==> src/hw/rtl/kspf_pkg.sv <==
// Shared types, constants and the key translation table for the keypad scanner.
package kspf_pkg;

  localparam int unsigned ROWS  = 4;
  localparam int unsigned COLS  = 4;
  localparam int unsigned KEYS  = ROWS * COLS;
  localparam int unsigned ROW_W = 2;
  localparam int unsigned COL_W = 2;
  localparam int unsigned CODE_W = 4;

  // Command queue between front and back.
  localparam int unsigned CMDQ_DEPTH = 2;
  localparam int unsigned CMDQ_PTR_W = 1;
  localparam int unsigned CMDQ_CNT_W = 2;

  localparam logic OP_SCAN = 1'b0;
  localparam logic OP_GET  = 1'b1;

  // Letter key codes.
  localparam logic [CODE_W-1:0] KEY_A = 4'hA;
  localparam logic [CODE_W-1:0] KEY_B = 4'hB;
  localparam logic [CODE_W-1:0] KEY_C = 4'hC;
  localparam logic [CODE_W-1:0] KEY_D = 4'hD;
  localparam logic [CODE_W-1:0] KEY_E = 4'hE;
  localparam logic [CODE_W-1:0] KEY_F = 4'hF;

  typedef struct packed {
    logic              is_get;
    logic [ROWS-1:0]   new_mask;  // rows with a fresh press in this column
    logic [COL_W-1:0]  col;       // column that was sampled
    logic [COLS-1:0]   drive_n;   // column drive to report with the result
  } cmd_t;

  // Keypad legend, row r / column c.
  function automatic logic [CODE_W-1:0] key_lookup(input logic [ROW_W-1:0] row,
                                                   input logic [COL_W-1:0] col);
    logic [CODE_W-1:0] code;
    case ({row, col})
      4'h0: code = 4'h1;
      4'h1: code = 4'h2;
      4'h2: code = 4'h3;
      4'h3: code = KEY_A;
      4'h4: code = 4'h4;
      4'h5: code = 4'h5;
      4'h6: code = 4'h6;
      4'h7: code = KEY_B;
      4'h8: code = 4'h7;
      4'h9: code = 4'h8;
      4'hA: code = 4'h9;
      4'hB: code = KEY_C;
      4'hC: code = 4'h0;
      4'hD: code = KEY_F;
      4'hE: code = KEY_E;
      default: code = KEY_D;
    endcase
    return code;
  endfunction

endpackage

==> src/hw/rtl/kspf_front.sv <==
// Front end: takes input words, tracks the pressed map and column, emits commands.
module kspf_front import kspf_pkg::*; (
  input  logic        clk,
  input  logic        rst_n,
  input  logic        in_valid,
  output logic        in_ready,
  input  logic        in_operation,
  input  logic [3:0]  in_row_levels_n,
  output logic        cmd_valid,
  input  logic        cmd_ready,
  output cmd_t        cmd
);

  logic [KEYS-1:0]  pressed_map_r, pressed_map_nxt;
  logic [COL_W-1:0] scan_col_r, scan_col_nxt;
  logic [ROWS-1:0]  new_mask;
  logic [KEYS-1:0]  map_upd;
  logic             accept;

  assign in_ready  = cmd_ready;
  assign cmd_valid = in_valid;
  assign accept    = in_valid && cmd_ready;

  always_comb begin
    logic [3:0] idx;
    map_upd  = pressed_map_r;
    new_mask = '0;
    for (int r = 0; r < ROWS; r++) begin
      idx = {ROW_W'(r), scan_col_r};
      new_mask[r] = !in_row_levels_n[r] && !pressed_map_r[idx];
      map_upd[idx] = !in_row_levels_n[r];
    end
  end

  always_comb begin
    pressed_map_nxt = pressed_map_r;
    scan_col_nxt    = scan_col_r;
    if (accept && in_operation == OP_SCAN) begin
      pressed_map_nxt = map_upd;
      scan_col_nxt    = scan_col_r + COL_W'(1);
    end
  end

  always_comb begin
    cmd.is_get   = (in_operation == OP_GET);
    cmd.new_mask = cmd.is_get ? '0 : new_mask;
    cmd.col      = scan_col_r;
    cmd.drive_n  = ~(COLS'(1) << (cmd.is_get ? scan_col_r : scan_col_r + COL_W'(1)));
  end

  always_ff @(posedge clk) begin
    if (!rst_n) begin
      pressed_map_r <= '0;
      scan_col_r    <= '0;
    end else begin
      pressed_map_r <= pressed_map_nxt;
      scan_col_r    <= scan_col_nxt;
    end
  end

endmodule

==> src/hw/rtl/kspf_cmd_queue.sv <==
// Two-entry command queue between front and back.
module kspf_cmd_queue import kspf_pkg::*; (
  input  logic clk,
  input  logic rst_n,
  input  logic push_valid,
  output logic push_ready,
  input  cmd_t push_cmd,
  output logic pop_valid,
  input  logic pop_ready,
  output cmd_t pop_cmd
);

  cmd_t                  entry_r [CMDQ_DEPTH];
  logic [CMDQ_PTR_W-1:0] wr_ptr_r, wr_ptr_nxt;
  logic [CMDQ_PTR_W-1:0] rd_ptr_r, rd_ptr_nxt;
  logic [CMDQ_CNT_W-1:0] count_r, count_nxt;
  logic                  do_push, do_pop;

  assign push_ready = (count_r != CMDQ_CNT_W'(CMDQ_DEPTH));
  assign pop_valid  = (count_r != '0);
  assign pop_cmd    = entry_r[rd_ptr_r];
  assign do_push    = push_valid && push_ready;
  assign do_pop     = pop_valid && pop_ready;

  always_comb begin
    wr_ptr_nxt = do_push ? wr_ptr_r + CMDQ_PTR_W'(1) : wr_ptr_r;
    rd_ptr_nxt = do_pop  ? rd_ptr_r + CMDQ_PTR_W'(1) : rd_ptr_r;
    count_nxt  = count_r + CMDQ_CNT_W'(do_push) - CMDQ_CNT_W'(do_pop);
  end

  always_ff @(posedge clk) begin
    if (!rst_n) begin
      wr_ptr_r <= '0;
      rd_ptr_r <= '0;
      count_r  <= '0;
    end else begin
      wr_ptr_r <= wr_ptr_nxt;
      rd_ptr_r <= rd_ptr_nxt;
      count_r  <= count_nxt;
    end
  end

  always_ff @(posedge clk) begin
    if (do_push) begin
      entry_r[wr_ptr_r] <= push_cmd;
    end
  end

endmodule

==> src/hw/rtl/kspf_back.sv <==
// Back end: key code FIFO, one push per cycle unless the output register holds, pops, and the result register.
module kspf_back import kspf_pkg::*; #(
  parameter int unsigned FIFO_DEPTH = 16
) (
  input  logic        clk,
  input  logic        rst_n,
  input  logic        cmd_valid,
  output logic        cmd_ready,
  input  cmd_t        cmd,
  output logic        out_valid,
  input  logic        out_ready,
  output logic [3:0]  out_column_drive_n,
  output logic        out_key_valid,
  output logic [3:0]  out_key_code,
  output logic        out_press_dropped
);

  localparam int unsigned PTR_W = (FIFO_DEPTH > 1) ? $clog2(FIFO_DEPTH) : 1;
  localparam logic [PTR_W-1:0] PTR_LAST = PTR_W'(FIFO_DEPTH - 1);

  logic [CODE_W-1:0] key_mem [FIFO_DEPTH];
  logic [CODE_W-1:0] rd_data_r;

  logic [PTR_W-1:0] wr_ptr_r, wr_ptr_nxt, wr_ptr_inc;
  logic [PTR_W-1:0] rd_ptr_r, rd_ptr_nxt, rd_ptr_inc;

  logic            active_r, active_nxt;
  logic [ROWS-1:0] work_mask_r, work_mask_nxt;
  logic            drop_acc_r, drop_acc_nxt;

  logic            out_valid_r, out_valid_nxt;
  logic [COLS-1:0] out_drive_r, out_drive_nxt;
  logic            out_kv_r, out_kv_nxt;
  logic            out_drop_r, out_drop_nxt;

  logic [ROWS-1:0]  mask_cur, low_bit, rest;
  logic [ROW_W-1:0] low_row;
  logic             has_press, drop_cur;
  logic             full, empty, load_ok, last_step, step;
  logic             push_en, drop_now, pop_en;

  assign wr_ptr_inc = (wr_ptr_r == PTR_LAST) ? '0 : wr_ptr_r + PTR_W'(1);
  assign rd_ptr_inc = (rd_ptr_r == PTR_LAST) ? '0 : rd_ptr_r + PTR_W'(1);
  assign full  = (wr_ptr_inc == rd_ptr_r);
  assign empty = (wr_ptr_r == rd_ptr_r);

  assign mask_cur  = active_r ? work_mask_r : cmd.new_mask;
  assign drop_cur  = active_r && drop_acc_r;
  assign has_press = |mask_cur;

  // lowest pending row goes first
  always_comb begin
    if (mask_cur[0]) begin
      low_row = 2'd0;
    end else if (mask_cur[1]) begin
      low_row = 2'd1;
    end else if (mask_cur[2]) begin
      low_row = 2'd2;
    end else begin
      low_row = 2'd3;
    end
  end

  assign low_bit = has_press ? (ROWS'(1) << low_row) : '0;
  assign rest    = mask_cur & ~low_bit;

  assign load_ok   = !out_valid_r || out_ready;
  assign last_step = cmd.is_get || (rest == '0);
  assign step      = cmd_valid && (!last_step || load_ok);
  assign cmd_ready = step && last_step;

  assign push_en  = step && !cmd.is_get && has_press && !full;
  assign drop_now = step && !cmd.is_get && has_press && full;
  assign pop_en   = step && cmd.is_get && !empty;

  always_comb begin
    wr_ptr_nxt    = push_en ? wr_ptr_inc : wr_ptr_r;
    rd_ptr_nxt    = pop_en  ? rd_ptr_inc : rd_ptr_r;
    active_nxt    = active_r;
    work_mask_nxt = work_mask_r;
    drop_acc_nxt  = drop_acc_r;
    if (step) begin
      active_nxt    = !last_step;
      work_mask_nxt = rest;
      drop_acc_nxt  = drop_cur || drop_now;
    end
  end

  always_comb begin
    out_valid_nxt = out_valid_r && !out_ready;
    out_drive_nxt = out_drive_r;
    out_kv_nxt    = out_kv_r;
    out_drop_nxt  = out_drop_r;
    if (cmd_ready) begin
      out_valid_nxt = 1'b1;
      out_drive_nxt = cmd.drive_n;
      out_kv_nxt    = pop_en;
      out_drop_nxt  = !cmd.is_get && (drop_cur || drop_now);
    end
  end

  always_ff @(posedge clk) begin
    if (!rst_n) begin
      wr_ptr_r    <= '0;
      rd_ptr_r    <= '0;
      active_r    <= 1'b0;
      drop_acc_r  <= 1'b0;
      out_valid_r <= 1'b0;
    end else begin
      wr_ptr_r    <= wr_ptr_nxt;
      rd_ptr_r    <= rd_ptr_nxt;
      active_r    <= active_nxt;
      drop_acc_r  <= drop_acc_nxt;
      out_valid_r <= out_valid_nxt;
    end
  end

  always_ff @(posedge clk) begin
    work_mask_r <= work_mask_nxt;
    out_drive_r <= out_drive_nxt;
    out_kv_r    <= out_kv_nxt;
    out_drop_r  <= out_drop_nxt;
  end

  // key store: one write, one registered read
  always_ff @(posedge clk) begin
    if (push_en) begin
      key_mem[wr_ptr_r] <= key_lookup(low_row, cmd.col);
    end
    if (pop_en) begin
      rd_data_r <= key_mem[rd_ptr_r];
    end
  end

  assign out_valid          = out_valid_r;
  assign out_column_drive_n = out_drive_r;
  assign out_key_valid      = out_kv_r;
  assign out_key_code       = out_kv_r ? rd_data_r : '0;
  assign out_press_dropped  = out_drop_r;

endmodule

==> src/hw/rtl/keypad_scan_press_fifo.sv <==
// Top level of the 4x4 keypad scanner with its key code FIFO.
//
// Usage: every input word is either a scan sample (operation 0) carrying the
// active-low row levels read while the reported column was driven low, or a
// get (operation 1) that pops one key code. Every input word gives exactly
// one output word, in order.
// Output: column_drive_n is the column to drive for the next sample; a get
// sets key_valid/key_code when a code was waiting; a scan sets press_dropped
// when a new press found the FIFO full (FIFO holds FIFO_DEPTH-1 codes).
// Path: an accepted word is written into the command queue; the back end then
// loads its result into the output register once every new press is handled.
// Throughput: one word per cycle while the output is not stalled and no scan
// word brings more than one new press; each new press takes its own FIFO write.
// Reset (synchronous, rst_n low): all keys released, column 0, FIFO empty.
// Stalls: the output register holds while out_ready is low; the front and its
// two-word command queue keep taking input until the queue fills.
module keypad_scan_press_fifo import kspf_pkg::*; #(
  parameter int unsigned FIFO_DEPTH = 16
) (
  input  logic       clk,
  input  logic       rst_n,
  input  logic       in_valid,
  output logic       in_ready,
  input  logic       in_operation,
  input  logic [3:0] in_row_levels_n,
  output logic       out_valid,
  input  logic       out_ready,
  output logic [3:0] out_column_drive_n,
  output logic       out_key_valid,
  output logic [3:0] out_key_code,
  output logic       out_press_dropped
);

  cmd_t front_cmd, back_cmd;
  logic front_valid, front_ready;
  logic back_valid, back_ready;

  // classify: new presses, map and column update
  kspf_front u_front (
    .clk             (clk),
    .rst_n           (rst_n),
    .in_valid        (in_valid),
    .in_ready        (in_ready),
    .in_operation    (in_operation),
    .in_row_levels_n (in_row_levels_n),
    .cmd_valid       (front_valid),
    .cmd_ready       (front_ready),
    .cmd             (front_cmd)
  );

  // decouples the front from FIFO work and output stalls
  kspf_cmd_queue u_queue (
    .clk        (clk),
    .rst_n      (rst_n),
    .push_valid (front_valid),
    .push_ready (front_ready),
    .push_cmd   (front_cmd),
    .pop_valid  (back_valid),
    .pop_ready  (back_ready),
    .pop_cmd    (back_cmd)
  );

  // pushes, pops and the output register
  kspf_back #(
    .FIFO_DEPTH (FIFO_DEPTH)
  ) u_back (
    .clk                (clk),
    .rst_n              (rst_n),
    .cmd_valid          (back_valid),
    .cmd_ready          (back_ready),
    .cmd                (back_cmd),
    .out_valid          (out_valid),
    .out_ready          (out_ready),
    .out_column_drive_n (out_column_drive_n),
    .out_key_valid      (out_key_valid),
    .out_key_code       (out_key_code),
    .out_press_dropped  (out_press_dropped)
  );

endmodule

==> config.mk <==
export PLATFORM = sky130hd
export DESIGN_NAME = keypad_scan_press_fifo
export DESIGN_NICKNAME = d
export VERILOG_FILES = /design/src/hw/rtl/kspf_pkg.sv /design/src/hw/rtl/kspf_front.sv /design/src/hw/rtl/kspf_cmd_queue.sv /design/src/hw/rtl/kspf_back.sv /design/src/hw/rtl/keypad_scan_press_fifo.sv
export SDC_FILE = /design/constraint.sdc
export NUM_CORES = 1
export LEC_CHECK = 0
export ABC_AREA = 0
export BUFFER_PORTS_ARGS = -buffer_cell sky130_fd_sc_hd__buf_2
export CAP_MARGIN = 5
export CORE_ASPECT_RATIO = 1.4
export CORE_MARGIN = 10
export CORE_UTILIZATION = 44
export DETAILED_ROUTE_END_ITERATION = 8
export SLEW_MARGIN = 0
export SYNTH_ARGS = -nofsm -noshare
export SYNTH_HDL_FRONTEND = slang
export SYNTH_HIERARCHICAL = 1
export SYNTH_SLANG_ARGS = --single-unit
==> constraint.sdc <==
create_clock -name clk -period 2.8 [get_ports clk]
set_input_delay 0.56 -clock clk [delete_from_list [all_inputs] [get_ports clk]]
set_output_delay 0.56 -clock clk [all_outputs]
set_load 0.01 [all_outputs]
==> results of run 1 <==
metal layers:
layer	vias up	wire, microns	share of wire, %	track usage, %
met4	0	282	2.3	5.89
li1	1669	-	-	-
met5	-	0	0	0
met2	51	7010	58	25.2
met1	1716	4610	38	13.2
met3	20	278	2.3	3.26
report_power, final:
| group | internal (mW) | switching [mW] |
|---|---|---|
| registers | 2.58 | 0.128 |
| logic | 0.645 | 0.937 |
| clock network | 1.25 | 0.882 |
kinds of logic after synthesis:
| family | Yosys count | share of synthesized area [%] |
|---|---|---|
| AND/OR/NAND/NOR | 118 | 12.2 |
| buffers and inverters | 34 | 3.22 |
| flip-flops | 134 | 59.3 |
| AO/OA/AOI/OAI | 42 | 5.34 |
| XOR/XNOR | 10 | 1.41 |
| adder cells (fa/ha/maj) | 15 | 3.02 |
| other | 1 | 0.0604 |
| multiplexers | 68 | 15.4 |
per-stage QoR:
stage	cells	worst slack [ns]
2_1_floorplan	422	0.0923
3_3_place_gp	625	0.226
3_5_place_dp	625	0.0938
4_1_cts	657	0.0777
5_1_grt	657	0.00437
6_report	657	0.189
cells in the mapped netlist (8+ instances only):
cell,count,area (sq um)
buf_2,12,60.1
and2_1,8,50.1
inv_1,10,37.5
nand2_1,30,113
nor2_1,12,45.0
dfxtp_1,34,681
mux4_2,20,450
mux2_2,12,135
ha_1,15,188
edfxtp_1,100,3000
nand2b_1,13,81.3
and3_1,13,81.3
nor3_1,8,40.0
xnor2_1,9,78.8
a21oi_1,8,40.0
mux2i_1,35,350
critical path: stages (launching register included):
cell and delay (ns):
dfxtp_1 0.60, mux2i_1 0.23, and3_4 0.25, nor4_1 0.45
nor2_2 0.15, a211oi_1 0.30, nor2_1 0.09, ha_1 0.19
nand2b_1 0.14, mux2i_1 0.12
worst max-delay path by stage:
stage / startpoint / depth (start not counted) / endpoint / slack [ns]
6_report: u_back/active_r / 9 / u_queue/count_r[1] / 0.19
5_1_grt: u_back/active_r / 9 / u_queue/count_r[1] / 0.004
4_1_cts: flop / 10 / u_queue/count_r[0] / 0.08
3_5_place_dp: flop / 10 / u_queue/count_r[0] / 0.09
3_3_place_gp: flop / 10 / u_queue/count_r[0] / 0.23
2_1_floorplan: flop / 11 / u_queue/count_r[0] / 0.09
what timing repair did:
| item | CTS | global route |
|---|---|---|
| endpoints found under the setup margin | 0 | 2 |
| gates resized for setup | 0 | 2 |
| hold buffers | 0 | 0 |
registers in the layout, summed over array words and instances, names as in the netlist, 2 cells and up, named ones only:
signal                     flops
u_back/rd_data_r               4
u_queue/entry_r               22
u_back/rd_ptr_r                4
u_queue/count_r                2
u_back/key_mem                64
u_front/pressed_map_r         16
u_back/wr_ptr_r                4
u_back/out_column_drive_n      4
u_front/scan_col_r             2
u_back/work_mask_r             4
final cells by class:
type                            instances  area [sq um]
Clock buffer                           18           429
Clock inverter                         14           143
Fill cell                            1183          6730
Inverter                               11          41.3
Multi-Input combinational cell        254          2330
Sequential cell                       134          3680
Tap cell                              185           231
Timing Repair Buffer                   41           258
==> reports/results.txt, run 1 <==
Status: completed
Mean Syn Cell Area: 14.7 sq um
Skew-Pair Late Insertion Delay: 0.42 ns
DP Area: 6540 sq um
Number of global-route vias before repair: 3,768
Leakage: 2.59 nW
Register area share after synthesis: 59.3%
CP endpoint kind: flop
Ant diodes: 0
I/O Buffers: 20
Library cells used by synthesis: 61
First-pass GRT wire length: 19,800 microns
Setup CP Type: flop to flop
Routed WL per cell: 18.5 microns
Die ar.: 19,300 sq um
Total design power: 6.42 mW
Clock tree from TritonCTS: built
Vias per Instance: 5.26
Vias: 3,456
Period utilization: 93.2%
Worst Hold Path Cells: 2
Starting Density: 44.8%
Commonest non-fill, non-tap cell in the layout: edfxtp_1
CTS root buf: clkbuf_16
Fraction of layout cells with a size suffix above 1: 26.9%
Reg-to-Reg End: u_queue/count_r[1]
Syn. warnings: 6
Nets: 483
DP HPWL: 8890 microns
Relative slew slack: 62.2%
Gr usage total: 13.3%
CP required: 3.14 ns
RD Place Congestion: 0.844
Max frequency: 0.383 GHz
Overflow after GRT: 0
Reg2Reg Setup Slack: 0.19 ns
Syn Inst Count: 422
Antenna Nets Post-Route: 0
Core Rows: 51
CTS Buffer Depth: 2
Commonest cells after routing, fill and taps aside: 100 x edfxtp_1, 35 x mux2i_1, 33 x dfxtp_1, 30 x nand2_1, 21 x buf_4
Clock Sinks: 134
CTS Buf Count: 17
1st-iter DRT viols: 184
Setup Skew: 0.0107 ns
HP Class: flop to flop
Core Footprint: 13,800 sq um
FFs w/ async S/R, synth: 0%
Util after Layout: 51.4%
Post-synth EDFFs: 100
Hold Fails Final Rpt: 0
DR pass1 iterations: 4
R2R cell count: 9
Clock transition at the registers of the reported paths: 0.06 ns
Flops & latches, synth: 134
Worst Hold Endpoint: u_front/pressed_map_r[0]
Worst-path fanout max: 9
Die Width: 120 microns
Largest net degree at the start of global routing: 31
Top_reg_cell synth: edfxtp_1
Fin crit period: 2.61 ns
# IOs: 21
Mapped cell area: 6210 sq um
Hold Path Origin: u_front/pressed_map_r[0]
Initial antenna violation count: 0
Max-Cap Viols: 0
Worst VDD drop: 0.402 mV
Design Area, Final: 7110 sq um
Slew Limit Fails: 0
Nature of the critical path startpoint: flop
Layout area overhead: 14.6%
Total wire length: 12,200 microns
CTS H-tree depth: 4
Pwr dens: 902 nW/um^2
Unrepaired setup endpoints after global routing: false
Worst-Margin Slew: 0.567 ns
Post-synth net total: 446
Die Y: 161 microns
Drt drc: 0
WHS: 0.457 ns
Final setup fails: 0
Worst R2R Start: u_back/active_r
Aggregate negative setup slack: 0 ns
Number of setup buffers added after CTS: 0
WP data arrival: 2.95 ns
(Power assumes the default switching activity.)
==> run 2, diff against run 1 <==
- clock period: 2.8 -> 2.45 ns (I/O delays scaled with it)
==> run 2 against run 1 <==
Net effect: wire length is 3.0% higher; utilization grew 2.6 points; non-clock buffer count increased by 19; highest routed layer unchanged; final area increased by 5.0%; die area stayed put; critical path type unchanged; clock power up 28%; cell count increased by 2.9%; clock skew is 0.0013 ns lower; setup slack worse by 0.13 ns.
==> reports/results.txt, run 2 (synthesis results as in run 1) <==
Status: completed
Die Width: 120 microns
DP HPWL: 9080 microns
Overflow after GRT: 0
CP required: 2.57 ns
Number of global-route vias before repair: 3,693
Layout area overhead: 20.3%
Commonest non-fill, non-tap cell in the layout: edfxtp_1
WP data arrival: 2.52 ns
Switching Fraction: 29.2%
Reg2Reg Setup Slack: 0.06 ns
DR pass1 iterations: 4
Combinational fraction of design power: 26.5%
Hold Fails Final Rpt: 0
Setup Skew: 0.00936 ns
Cells along the critical path: mux2_4, mux2i_4, o211a_1, buf_6, o41ai_4, and2_4, nand3_4, nor3b_2, buf_4
Share of power burned in registers: 39.1%
Worst-path fanout max: 6
Clock tree from TritonCTS: built
Largest regs: u_back/key_mem (64), u_queue/entry_r (22), u_front/pressed_map_r (16)
Ant diodes: 0
Max-Cap Viols: 0
Core Rows: 51
Top reg by flops: u_back/key_mem
Slowest cell on crit path: dfxtp_4
Clock Sinks: 134
CTS Buf Count: 17
Crit-path max cell delay: 0.37 ns
WP depth: 9
CTS Buffer Depth: 2
CTS H-tree depth: 4
Nets: 502
Clock network fraction of total power: 34.4%
Routed WL per cell: 18.6 microns
Worst-Margin Slew: 0.514 ns
Aggregate negative setup slack: 0 ns
R2R cell count: 9
Relative slew slack: 65.7%
Commonest cells after routing, fill and taps aside: 100 x edfxtp_1, 36 x buf_4, 33 x mux2i_1, 32 x dfxtp_1, 30 x nand2_1
Die ar.: 19,300 sq um
HP Class: primary input to flop
Clock transition at the registers of the reported paths: 0.06 ns
Critical path buffer and inverter count: 2
Max FFs per register: 64
CTS root buf: clkbuf_16
I/O Buffers: 20
Final setup fails: 0
Core Footprint: 13,800 sq um
Total wire length: 12,600 microns
Drt drc: 0
Die Y: 161 microns
Antenna Nets Post-Route: 0
1st-iter DRT viols: 173
Total design power: 7.94 mW
First-pass GRT wire length: 20,100 microns
Setup CP Type: flop to flop
Vias: 3,542
Period utilization: 97.7%
Reg-to-Reg End: u_back/key_mem[11][0]
Vias per Instance: 5.24
# IOs: 21
Fraction of layout cells with a size suffix above 1: 34.0%
Initial antenna violation count: 0
Starting Density: 44.8%
Leakage: 2.77 nW
Number of fill cells: 1,172
Unrepaired setup endpoints after global routing: true
Critical Path Sink: u_back/key_mem[11][0]
Gr usage total: 13.5%
Pwr dens: 1060 nW/um^2
Max frequency: 0.418 GHz
CP endpoint kind: flop
Worst VDD drop: 0.623 mV
Nature of the critical path startpoint: flop
Slew Limit Fails: 0
Skew-Pair Late Insertion Delay: 0.41 ns
RD Place Congestion: 0.857
Largest net degree at the start of global routing: 34
Fin crit period: 2.39 ns
Largest delay share family, worst path: compound AO/OA/AOI/OAI gates
Psw: 2.32 mW
Internal: 5.62 mW
## run 2: cell count changes in the layout (fill, tap and decap cells not counted), moves of 3 or more
cell,change
and3_2,+12
buf_12,+3
clkinv_4,+3
clkinvlp_4,-4
bufinv_16,+3
mux2_4,+3
mux2_2,-3
and3_1,-12
buf_4,+15
## run 2: cell type report
cell class / count / area, sq um / area share [%]
inverter: 11 / 41.3 / 0.553
clock inverter: 15 / 218 / 2.91
timing repair buffer: 60 / 442 / 5.91
multi-input combinational: 254 / 2420 / 32.4
clock buffer: 17 / 425 / 5.70
tap: 185 / 231 / 3.10
sequential: 134 / 3690 / 49.4
## run 2: metal layers
layer	share of wire, %	GRT usage [%]	vias up
met2	59	26.3	51
met3	2.4	3.02	14
met4	1.5	4.46	0
met5	0	0	-
met1	37	13.4	1769
li1	-	-	1708
## run 2: what timing repair did
item	in CTS	in global routing
resized for setup	4	23
pin swaps	0	6
endpoints found under the setup margin	58	66
buffers inserted	0	3
cloned	0	0
hold buffers	0	0
endpoints found under the hold margin	0	0
## run 2: stage by stage
stage / util, % / cell area, sq um / hold WS (ns) / std cells / worst slack, ns
after floorplan: - / 6240 / 0.438 / 422 / 0.0000488
after global placement: 48.6 / 6720 / 0.446 / 641 / -0.0990
after detailed placement: 48.6 / 6720 / 0.453 / 641 / -0.197
after CTS: 53.3 / 7380 / 0.388 / 673 / 0.00970
after global routing: 53.9 / 7470 / 0.412 / 676 / -0.0508
final: 53.9 / 7470 / 0.408 / 676 / 0.0563
## run 2: power by group through the flow
| stage | sequential [mW] | clock [mW] | combinational [mW] |
|---|---|---|---|
| after floorplan | 3.11 | 0 | 1.26 |
| after global placement | 3.14 | 0 | 1.98 |
| after CTS | 3.10 | 2.78 | 2.04 |
| after global routing | 3.13 | 2.89 | 2.29 |
| after detailed placement | 3.14 | 0 | 2.02 |
| final | 3.11 | 2.73 | 2.11 |
## run 2: how the worst min path moves through the flow
| stage | startpoint | endpoint | slack (ns) | cells after the start |
|---|---|---|---|---|
| after floorplan | u_front/pressed_map_r[13] | u_front/pressed_map_r[13] | 0.44 | 2 |
| after global placement | u_front/pressed_map_r[14] | u_front/pressed_map_r[14] | 0.45 | 2 |
| after detailed placement | u_front/pressed_map_r[1] | u_front/pressed_map_r[1] | 0.45 | 2 |
| after CTS | in_row_levels_n[3] | u_front/pressed_map_r[13] | 0.39 | 3 |
| after global routing | in_row_levels_n[3] | u_front/pressed_map_r[13] | 0.41 | 3 |
| final | in_row_levels_n[3] | u_front/pressed_map_r[13] | 0.41 | 3 |
## run 2: tightest hold or removal path, cell delays in order
cell and delay [ns]:
buf_2 0.11, nand3b_1 0.11, mux2i_1 0.06
